$ cat src/design/s2c_pkg.sv
// Shared types and constants for the seconds-to-calendar-date converter.
`default_nettype none

package s2c_pkg;

  localparam int NCELL      = 27;  // length of the cell chain
  localparam int HOUR_START = 16;  // first cell of the hour / four-year split
  localparam int MIN_START  = 21;  // first cell of the minute split

  // One division lane: working remainder and the quotient built so far.
  typedef struct packed {
    logic [31:0] num;
    logic [15:0] quo;
  } lane_t;

  // Results already settled, carried down the chain beside the lanes.
  typedef struct packed {
    logic       ovf;
    logic [4:0] hour;
    logic [6:0] yr;
    logic       leap;
    logic [8:0] yday;
  } side_t;

  // Everything one cell holds for one word.
  typedef struct packed {
    lane_t l0;
    lane_t l1;
    side_t side;
  } word_t;

endpackage

`default_nettype wire

$ cat src/design/s2c_cell.sv
// One cell of the chain: a restoring division step on each of two lanes.
`default_nettype none

module s2c_cell (
  input  logic            clk,
  input  logic            rst_n,
  input  logic            adv,
  input  logic            in_valid,
  input  s2c_pkg::word_t  in_word,
  input  logic [31:0]     den0,
  input  logic [31:0]     den1,
  output logic            out_valid,
  output s2c_pkg::word_t  out_word
);
  import s2c_pkg::*;

  logic  valid_r;
  word_t word_r;
  word_t word_nxt;

  function automatic lane_t div_step(input lane_t l, input logic [31:0] d);
    lane_t o;
    if (l.num >= d) begin
      o.num = l.num - d;
      o.quo = {l.quo[14:0], 1'b1};
    end else begin
      o.num = l.num;
      o.quo = {l.quo[14:0], 1'b0};
    end
    return o;
  endfunction

  always_comb begin
    word_nxt.l0   = div_step(in_word.l0, den0);
    word_nxt.l1   = div_step(in_word.l1, den1);
    word_nxt.side = in_word.side;
  end

  always_ff @(posedge clk) begin
    if (!rst_n) begin
      valid_r <= 1'b0;
    end else if (adv) begin
      valid_r <= in_valid;
    end
  end

  always_ff @(posedge clk) begin
    if (adv) begin
      word_r <= word_nxt;
    end
  end

  assign out_valid = valid_r;
  assign out_word  = word_r;

endmodule

`default_nettype wire

$ cat src/design/seconds_to_calendar_date_core.sv
// Top level of the seconds-to-calendar-date converter: cell chain and output register.
`default_nettype none

// Converts a count of seconds since 2000-01-01 00:00:00 into year offset, month, day, hour,
// minute and second for the years 2000 to 2099; a count of 0xBC191380 or more gives
// 2000-01-01 00:00:00. The work runs down a chain of 27 division cells (16 for the day
// count, 5 for hour and four-year block, 6 for minute) followed by the output register, and
// a new word can be taken every cycle while the output is not stalled. The chain moves as
// one: while a finished word waits on the output, nothing in the chain advances.
module seconds_to_calendar_date_core (
  input  logic        clk,
  input  logic        rst_n,
  input  logic        in_tvalid,
  output logic        in_tready,
  input  logic [31:0] in_tdata,   // [31:0] seconds_count
  output logic        out_tvalid,
  input  logic        out_tready,
  output logic [39:0] out_tdata   // [6:0] year_offset, [10:7] month_number,
                                  // [15:11] day_of_month, [20:16] hour_of_day,
                                  // [26:21] minute_of_hour, [32:27] second_of_minute,
                                  // [39:33] zero
);
  import s2c_pkg::*;

  localparam logic [31:0] LAST_COUNT    = 32'hBC19_1380;
  localparam logic [31:0] SECS_PER_DAY  = 32'd86400;
  localparam logic [31:0] SECS_PER_HOUR = 32'd3600;
  localparam logic [31:0] SECS_PER_MIN  = 32'd60;
  localparam logic [31:0] DAYS_PER_QUAD = 32'd1461;

  localparam logic [8:0] DAYS_BEFORE [0:12] = '{
    9'd0, 9'd0, 9'd31, 9'd59, 9'd90, 9'd120, 9'd151,
    9'd181, 9'd212, 9'd243, 9'd273, 9'd304, 9'd334
  };

  logic  adv;
  word_t first_word;
  word_t cin  [NCELL];
  word_t cout [NCELL];
  logic  vin  [NCELL];
  logic  vout [NCELL];

  logic        out_valid_r;
  logic [39:0] out_data_r;
  logic [39:0] out_data_nxt;

  // Divisor fed to lane 0 of each cell, shifted down one place per cell of a split.
  function automatic logic [31:0] den0_of(input int k);
    logic [31:0] d;
    if (k < HOUR_START) begin
      d = SECS_PER_DAY << (HOUR_START - 1 - k);
    end else if (k < MIN_START) begin
      d = SECS_PER_HOUR << (MIN_START - 1 - k);
    end else begin
      d = SECS_PER_MIN << (NCELL - 1 - k);
    end
    return d;
  endfunction

  // Lane 1 only divides the day count into four-year blocks; elsewhere it idles.
  function automatic logic [31:0] den1_of(input int k);
    logic [31:0] d;
    if (k >= HOUR_START && k < MIN_START) begin
      d = DAYS_PER_QUAD << (MIN_START - 1 - k);
    end else begin
      d = 32'd0;
    end
    return d;
  endfunction

  // Day count done: split seconds of day into hours and days into four-year blocks.
  function automatic word_t remap_hour(input word_t w);
    word_t o;
    o         = w;
    o.l0.num  = w.l0.num;
    o.l0.quo  = 16'd0;
    o.l1.num  = {16'd0, w.l0.quo};
    o.l1.quo  = 16'd0;
    return o;
  endfunction

  // Hours and blocks done. Within a block the first year is the leap year (2100 is out of
  // range, so every year divisible by four here is leap).
  function automatic word_t remap_min(input word_t w);
    word_t       o;
    logic [10:0] r;
    logic [10:0] dd;
    logic [1:0]  ky;
    o  = w;
    r  = w.l1.num[10:0];
    if (r < 11'd366) begin
      ky = 2'd0;
      dd = r;
    end else if (r < 11'd731) begin
      ky = 2'd1;
      dd = r - 11'd366;
    end else if (r < 11'd1096) begin
      ky = 2'd2;
      dd = r - 11'd731;
    end else begin
      ky = 2'd3;
      dd = r - 11'd1096;
    end
    o.side.hour = w.l0.quo[4:0];
    o.side.yr   = {w.l1.quo[4:0], 2'b00} + {5'd0, ky};
    o.side.leap = (ky == 2'd0);
    o.side.yday = dd[8:0] + 9'd1;
    o.l0.num    = w.l0.num;
    o.l0.quo    = 16'd0;
    return o;
  endfunction

  assign adv       = !out_valid_r || out_tready;
  assign in_tready = adv;

  always_comb begin
    first_word          = '0;
    first_word.l0.num   = in_tdata;
    first_word.side.ovf = (in_tdata >= LAST_COUNT);
  end

  for (genvar k = 0; k < NCELL; k++) begin : g_cell
    if (k == 0) begin : g_first
      assign cin[k] = first_word;
      assign vin[k] = in_tvalid;
    end else if (k == HOUR_START) begin : g_hour
      assign cin[k] = remap_hour(cout[k-1]);
      assign vin[k] = vout[k-1];
    end else if (k == MIN_START) begin : g_min
      assign cin[k] = remap_min(cout[k-1]);
      assign vin[k] = vout[k-1];
    end else begin : g_pass
      assign cin[k] = cout[k-1];
      assign vin[k] = vout[k-1];
    end

    s2c_cell u_cell (
      .clk      (clk),
      .rst_n    (rst_n),
      .adv      (adv),
      .in_valid (vin[k]),
      .in_word  (cin[k]),
      .den0     (den0_of(k)),
      .den1     (den1_of(k)),
      .out_valid(vout[k]),
      .out_word (cout[k])
    );
  end

  // Month from the day of year; later months win, so the last threshold passed decides.
  always_comb begin
    word_t      w;
    logic [8:0] thr;
    logic [8:0] sub;
    logic [8:0] dy;
    logic [3:0] mo;
    w  = cout[NCELL-1];
    mo = 4'd1;
    for (int m = 1; m <= 12; m++) begin
      thr = DAYS_BEFORE[4'(m)] + {8'd0, w.side.leap & (m > 2)};
      if (w.side.yday > thr) begin
        mo = 4'(m);
      end
    end
    sub = DAYS_BEFORE[mo] + {8'd0, w.side.leap & (mo > 4'd2)};
    dy  = w.side.yday - sub;
    if (w.side.ovf) begin
      out_data_nxt = {7'd0, 6'd0, 6'd0, 5'd0, 5'd1, 4'd1, 7'd0};
    end else begin
      out_data_nxt = {7'd0, w.l0.num[5:0], w.l0.quo[5:0], w.side.hour,
                      dy[4:0], mo, w.side.yr};
    end
  end

  always_ff @(posedge clk) begin
    if (!rst_n) begin
      out_valid_r <= 1'b0;
    end else if (adv) begin
      out_valid_r <= vout[NCELL-1];
    end
  end

  always_ff @(posedge clk) begin
    if (adv && vout[NCELL-1]) begin
      out_data_r <= out_data_nxt;
    end
  end

  assign out_tvalid = out_valid_r;
  assign out_tdata  = out_data_r;

`ifndef SYNTHESIS
  a_stall_holds_input: assert property (@(posedge clk) disable iff (!rst_n)
    (out_valid_r && !out_tready) |-> !in_tready)
    else $error("input taken while the output word is stalled");

  a_date_range: assert property (@(posedge clk) disable iff (!rst_n)
    out_valid_r |-> (out_data_r[10:7] != 4'd0 && out_data_r[10:7] <= 4'd12 &&
                     out_data_r[15:11] != 5'd0 && out_data_r[6:0] <= 7'd99))
    else $error("date field out of range");

  a_time_range: assert property (@(posedge clk) disable iff (!rst_n)
    out_valid_r |-> (out_data_r[20:16] <= 5'd23 && out_data_r[26:21] <= 6'd59 &&
                     out_data_r[32:27] <= 6'd59))
    else $error("time field out of range");

  a_new_word_follows_chain: assert property (@(posedge clk) disable iff (!rst_n)
    ($past(adv) && $past(vout[NCELL-1])) |-> out_valid_r)
    else $error("word leaving the chain was lost");
`endif

endmodule

`default_nettype wire
$ cat config.mk
export PLATFORM = sky130hd
export DESIGN_NAME = seconds_to_calendar_date_core
export DESIGN_NICKNAME = d
export VERILOG_FILES = /design/src/design/s2c_pkg.sv /design/src/design/s2c_cell.sv /design/src/design/seconds_to_calendar_date_core.sv
export SDC_FILE = /design/constraint.sdc
export NUM_CORES = 2
export LEC_CHECK = 0
export ABC_AREA = 0
export BUFFER_PORTS_ARGS = -buffer_cell sky130_fd_sc_hd__buf_2
export CORE_MARGIN = 2
export CORE_UTILIZATION = 60
export DETAILED_ROUTE_END_ITERATION = 8
export HOLD_SLACK_MARGIN = 0.08
export PLACE_DENSITY_LB_ADDON = 0.3
export SYNTH_ARGS = -nofsm -noshare
export SYNTH_HDL_FRONTEND = slang
export SYNTH_SLANG_ARGS = --single-unit
$ cat constraint.sdc
create_clock -name clk -period 72.7 [get_ports clk]
set_input_delay 3.635 -clock clk [delete_from_list [all_inputs] [get_ports clk]]
set_output_delay 3.635 -clock clk [all_outputs]
set_load 0.02 [all_outputs]
# --- Word-level counts from Yosys, hierarchy flattened ---
# Memories as Yosys holds them, arrays and structs flattened.
# Index checks and enable logic that the tools add are counted.
totals:
  latch_bits: 0
  ramBits: 0
  romBits: 144
  n_memories: 1
  out_inout_bits: 42
  elab_cells: 287
  reg_bits: 1641
  inputBits: 36
op_classes:
  magnitude_cmp: 44
  n_mul: 0
  eq_ne: 0
  addsub: 44
  muxes: 46
  shift: 0
  n_reduce_logical: 4
  n_bitwise: 2
  div_mod_pow: 0
mem_list:
  columns: ["name", "words", "width", "rd", "rd_ports_with_merged_regs", "wr", "line_no", "text"]
  rows:
  - ["(name not given)", 16, 9, 1, 0, 0, "seconds_to_calendar_date_core.sv:165", "sub = DAYS_BEFORE[mo] + {8'd0, w.side.leap & (mo > 4'd2)};"]
op_table:
  columns: ["op", "count"]
  rows:
  - ["48-bit two-way mux", 29]
  - ["32-bit by 11-bit greater-or-equal comparator with 1-bit output, second input constant", 2]
  - ["32-bit by 12-bit greater-or-equal comparator with 1-bit output, second input constant", 2]
  - ["32-bit by 13-bit greater-or-equal comparator with 1-bit output, second input constant", 2]
  - ["32-bit by 14-bit greater-or-equal comparator with 1-bit output, second input constant", 2]
  - ["32-bit greater-or-equal comparator, second input constant", 2]
  - ["32-bit by 12-bit subtractor with 32-bit output, second input constant", 2]
  - ["32-bit by 13-bit subtractor with 32-bit output, second input constant", 2]
  - ["32-bit by 14-bit subtractor with 32-bit output, second input constant", 2]
  - ["32-bit by 10-bit greater-or-equal comparator with 1-bit output, second input constant", 1]
  - ["32-bit by 15-bit greater-or-equal comparator with 1-bit output, second input constant", 1]
  - ["32-bit by 16-bit greater-or-equal comparator with 1-bit output, second input constant", 1]
  - ["32-bit by 17-bit greater-or-equal comparator with 1-bit output, second input constant", 1]
  - ["32-bit by 18-bit greater-or-equal comparator with 1-bit output, second input constant", 1]
  - ["32-bit by 19-bit greater-or-equal comparator with 1-bit output, second input constant", 1]
  - ["32-bit by 20-bit greater-or-equal comparator with 1-bit output, second input constant", 1]
  - ["32-bit by 21-bit greater-or-equal comparator with 1-bit output, second input constant", 1]
  - ["32-bit by 22-bit greater-or-equal comparator with 1-bit output, second input constant", 1]
  - ["32-bit by 23-bit greater-or-equal comparator with 1-bit output, second input constant", 1]
  - ["32-bit by 24-bit greater-or-equal comparator with 1-bit output, second input constant", 1]
  - ["32-bit by 25-bit greater-or-equal comparator with 1-bit output, second input constant", 1]
  - ["32-bit by 26-bit greater-or-equal comparator with 1-bit output, second input constant", 1]
  - ["32-bit by 27-bit greater-or-equal comparator with 1-bit output, second input constant", 1]
  - ["32-bit by 28-bit greater-or-equal comparator with 1-bit output, second input constant", 1]
  - ["67 further kinds", 80]

# --- Depth between registers and ports, before layout ---
depth:
  ltp_word: 13
  depth_mapped: 20
  depth_no_buf: 20

# --- Cells and area by module ---
# From an unflattened synthesis, not the netlist that was laid out.
unflattened:
  hier_cells: 21595
  hier_area_um2: 219269.0
modules_own_cells:
  columns: ["module", "instances", "cells_per_inst", "seq_area_each_um2", "area_each_um2"]
  rows:
  - ["s2c_cell (g_cell[21].u_cell ...)", 10, 780, 3593.4, 8052.7]
  - ["s2c_cell (g_cell[0].u_cell ...)", 10, 800, 3593.4, 7982.7]
  - ["s2c_cell (g_cell[3].u_cell ...)", 3, 770, 3593.4, 8003.9]
  - ["s2c_cell (g_cell[11].u_cell ...)", 2, 789, 3593.4, 8052.7]
  - ["s2c_cell (g_cell[10].u_cell)", 1, 825, 3593.4, 8179.1]
  - ["s2c_cell (g_cell[2].u_cell)", 1, 794, 3593.4, 7857.5]
  - ["seconds_to_calendar_date_core", 1, 288, 980.9, 2761.4]

# --- Worst setup path after synthesis ---
# No wires, ideal clock.
synth_path:
  kind: "input to register"
  start: "in out_tready"
  end: "reg out_data_r[0], in the netlist out_tdata[0], enable pin"
  slack_ns: 29.413
  stages: 4
  arrival_ns: 42.895
  setup_time_ns: 0.392
  required_ns: 72.308
  n_path_buf: 1
  path_cell_list: "nor2b_1 -> inv_1 -> clkbuf_1 -> and2_1"
synth_via:
  elab_chain_len: 2
synth_lines:
  columns: ["item", "line_no", "text"]
  rows:
  - ["start: declaration", "seconds_to_calendar_date_core.sv:17", "input logic out_tready,"]
  - ["1-bit logical OR", "seconds_to_calendar_date_core.sv:113", "assign adv = !out_valid_r || out_tready;"]
  - ["via in_tready", "seconds_to_calendar_date_core.sv:14", "output logic in_tready,"]
  - ["1-bit logical AND", "seconds_to_calendar_date_core.sv:184", "if (adv && vout[NCELL-1]) begin"]
  - ["end signal: assignment", "seconds_to_calendar_date_core.sv:185", "out_data_r <= out_data_nxt;"]
  - ["end: declaration", "seconds_to_calendar_date_core.sv:44", "logic [39:0] out_data_r;"]
# The timed path passes the listed nets, and every way through them passes these cells.
# A chain may end at the register's enable or synchronous reset.

# --- Worst setup path in the final report ---
layout_path:
  start: "in out_tready"
  end: "out in_tready"
layout_via:
  elab_chain_len: 1
layout_lines:
  columns: ["item", "line_no"]
  rows:
  - ["1-bit logical OR", "seconds_to_calendar_date_core.sv:113"]
  - ["end: declaration", "seconds_to_calendar_date_core.sv:14"]
# No other way between the ends.

==> results.cfg <==
[placement]
pre_cts_ws_ns = 63.67
dp_hpwl_um = 53350
place_congestion = 0.8451
port_buffers = 69

[yosys]
ys_top_cells_by_area = edfxtp_1 (72%), xor2_1 (4.5%), xnor2_1 (4.2%)
syn_area_per_cell_sq_um = 14.87
synth_warnings = 0
synth_largest_area_cell = edfxtp_1
synth.distinct_cells = 78
yosysSeqAreaShare = 0.7260
ys_async_sr_fraction = 0
syn_inst = 3778
syn_area_sq_um = 56200
ys_seq_elements = 1368
synth_most_common_cell = edfxtp_1
netlist.area_leader.share = 0.7160
dominantRegCellSynth = edfxtp_1
synthTopCellsByCount = edfxtp_1 (1,340), nand2_1 (333), xor2_1 (289)
synth_edf_count = 1340

[power]
pwr-share-comb = 0.188
switchingPower_uw = 716.0
seqPwrFrac = 0.540
power.share.switching = 0.2844
p_leak_nw = 22.77
internal-power_mw = 1.802
power_density_nw_per_um2 = 40.28
ir_drop_mv = 0.02640
clkPwrFrac = 0.272

[timing]
slew_viol_final = 0
fmaxAchievable_mhz = 117.6
min_period_over_period = 0.1170
fin_setup_tns_ns = 0
finalSetupViolCount = 0
min_period_ns = 8.502
fin_worst_skew_ns = 0.03710
maxSlewHeadroom = 0.2823
layout_setup_ws_ns = 64.20
worstMarginPinSlew_ns = 1.077
rsz0062_at_grt = no
finalHoldViolCount = 0

[floorplan]
ios = 78
die-width_um = 310.0
dieHeight_um = 310.0
initial_utilization = 0.6039
core_area_sq_um = 93050
rows = 112
dieArea_sq_um = 96120

[critical_path]
arrival_ns = 4.87
start_kind = primary input
crit_path_end_kind = primary output
crit_type = in -> out
worstPathMaxFanout = 102
cp.required_ns = 69.06

[final_layout]
drive_gt1_frac = 0.07849
nNetsFinal = 4055
regArea_sq_um = 40800
area_growth_pct = 11.23
antenna_cells = 0
multi_input_area_sq_um = 14870
nFillCells = 6171

[run_status]
status = complete, no violations

[run]
maxCapViolCount = 0

[route]
drt_pass1_iterations = 5
drt-total-wl_um = 83490
num_vias = 29120
wl_per_cell_um = 15.70
drc_errors = 0
drtIter0Drc = 1955
viasPerCell = 5.475
ant_nets = 0

[clock_tree]
path_clk_slew_ns = 0.06
cts_sinks = 1368
ctsHoldBuffers = 0
post_cts_resized = 0
cts_root_buf = clkbuf_16
cts_tree = built
clk_path_buf_depth = 3
numCtsBuffers = 136
insertion_delay_ns = 0.75
post_cts_buffers = 0
cts_max_level = 4

[global_route]
grt-ovfl-total = 0
grt_max_degree = 208
first_global_vias = 28800
antenna_found_initial = 0
grt_pass1_wl_um = 136500
grt_usage = 0.1773

[worst_hold_path]
hold_class = reg -> reg
-- power by group through the flow --
stage	clock [mW]	sequential [mW]	combinational [mW]
finish	0.684	1.36	0.473
CTS	0.701	1.36	0.477
floorplan	0	1.32	0.387
global route	0.731	1.39	0.535
detailed placement	0	1.37	0.470
global placement	0	1.36	0.455
-- registers in the layout, summed over array words and instances (netlist names) --
signal                   cells
out_tdata                   32
g_cell.u_cell.out_word    1308
out_tvalid                   1
g_cell.u_cell.out_valid     27
-- through the flow --
step	std cells	util	cell area, sq um	hold WS [ns]	power, mW
after floorplan	3785	-	56220	0.4003	1.704
after global routing	5318	0.6717	62500	0.4011	2.656
after global placement	5071	0.6242	58080	0.4001	1.815
after detailed placement	5071	0.6242	58080	0.4045	1.842
final	5318	0.6717	62500	0.3933	2.518
after CTS	5318	0.6717	62500	0.3913	2.537
-- cell type report --
cell class                      count  area share
Clock inverter                     81     0.01425
Timing Repair Buffer               85    0.008047
Sequential cell                  1368      0.6527
Clock buffer                      166     0.05659
Multi-Input combinational cell   2277      0.2379
Tap cell                         1254     0.02510
Inverter                           87    0.005345
-- cells by family after synthesis --
| logic type | count (synthesis) | share of synthesized area |
|---|---|---|
| AOI/OAI and AO/OA | 402 | 0.04771 |
| xor gates and xnor gates | 558 | 0.08697 |
| adders and majority gates | 64 | 0.01452 |
| buffers and inverters | 140 | 0.01006 |
| DFF | 1368 | 0.7260 |
| muxes | 30 | 0.005811 |
| other | 1 | 0.00006673 |
| and+or+nand+nor | 1215 | 0.1089 |
-- critical path, cell delays in order --
cell and delay (ns):
buf_2 0.08, nor2b_2 0.03, buf_4 0.22, inv_8 0.49, buf_2 0.37
-- cells in the final DEF (no fill, tap or decap), types with 52 or more instances in the layout --
master	n
inv_1	80
buf_2	69
xor2_1	289
clkbuf_16	137
xnor2_1	269
nand2_1	333
nor4_1	82
nor2_1	258
o21ai_0	100
nand3_1	56
ha_1	62
nor3_1	135
a21oi_1	75
or3_1	64
nand2b_1	52
edfxtp_1	1340
-- final timing paths --
path / startpoint / slack, ns / cells past startpoint / endpoint
max: out_tready / 64.20 / 5 / in_tready
min: g_cell[6].u_cell.out_word[96]$_DFFE_PN_ / 0.39 / 0 / g_cell[7].u_cell.out_word[96]$_DFFE_PN_
max reg2reg: out_tvalid$_SDFFE_PN0N_ / 66.94 / 8 / g_cell[2].u_cell.out_word[22]$_DFFE_PN_
min reg2reg: g_cell[6].u_cell.out_word[96]$_DFFE_PN_ / 0.39 / 0 / g_cell[7].u_cell.out_word[96]$_DFFE_PN_
-- metal layers --
layer	vias to the layer above	track usage	wire length, um
met5	-	0	0
li1	14460	-	-
met2	508	0.3334	45330
met3	199	0.03297	3131
met4	0	0.07134	2410
met1	13960	0.1970	32630
Note: power is estimated with default switching activity, not from simulation.
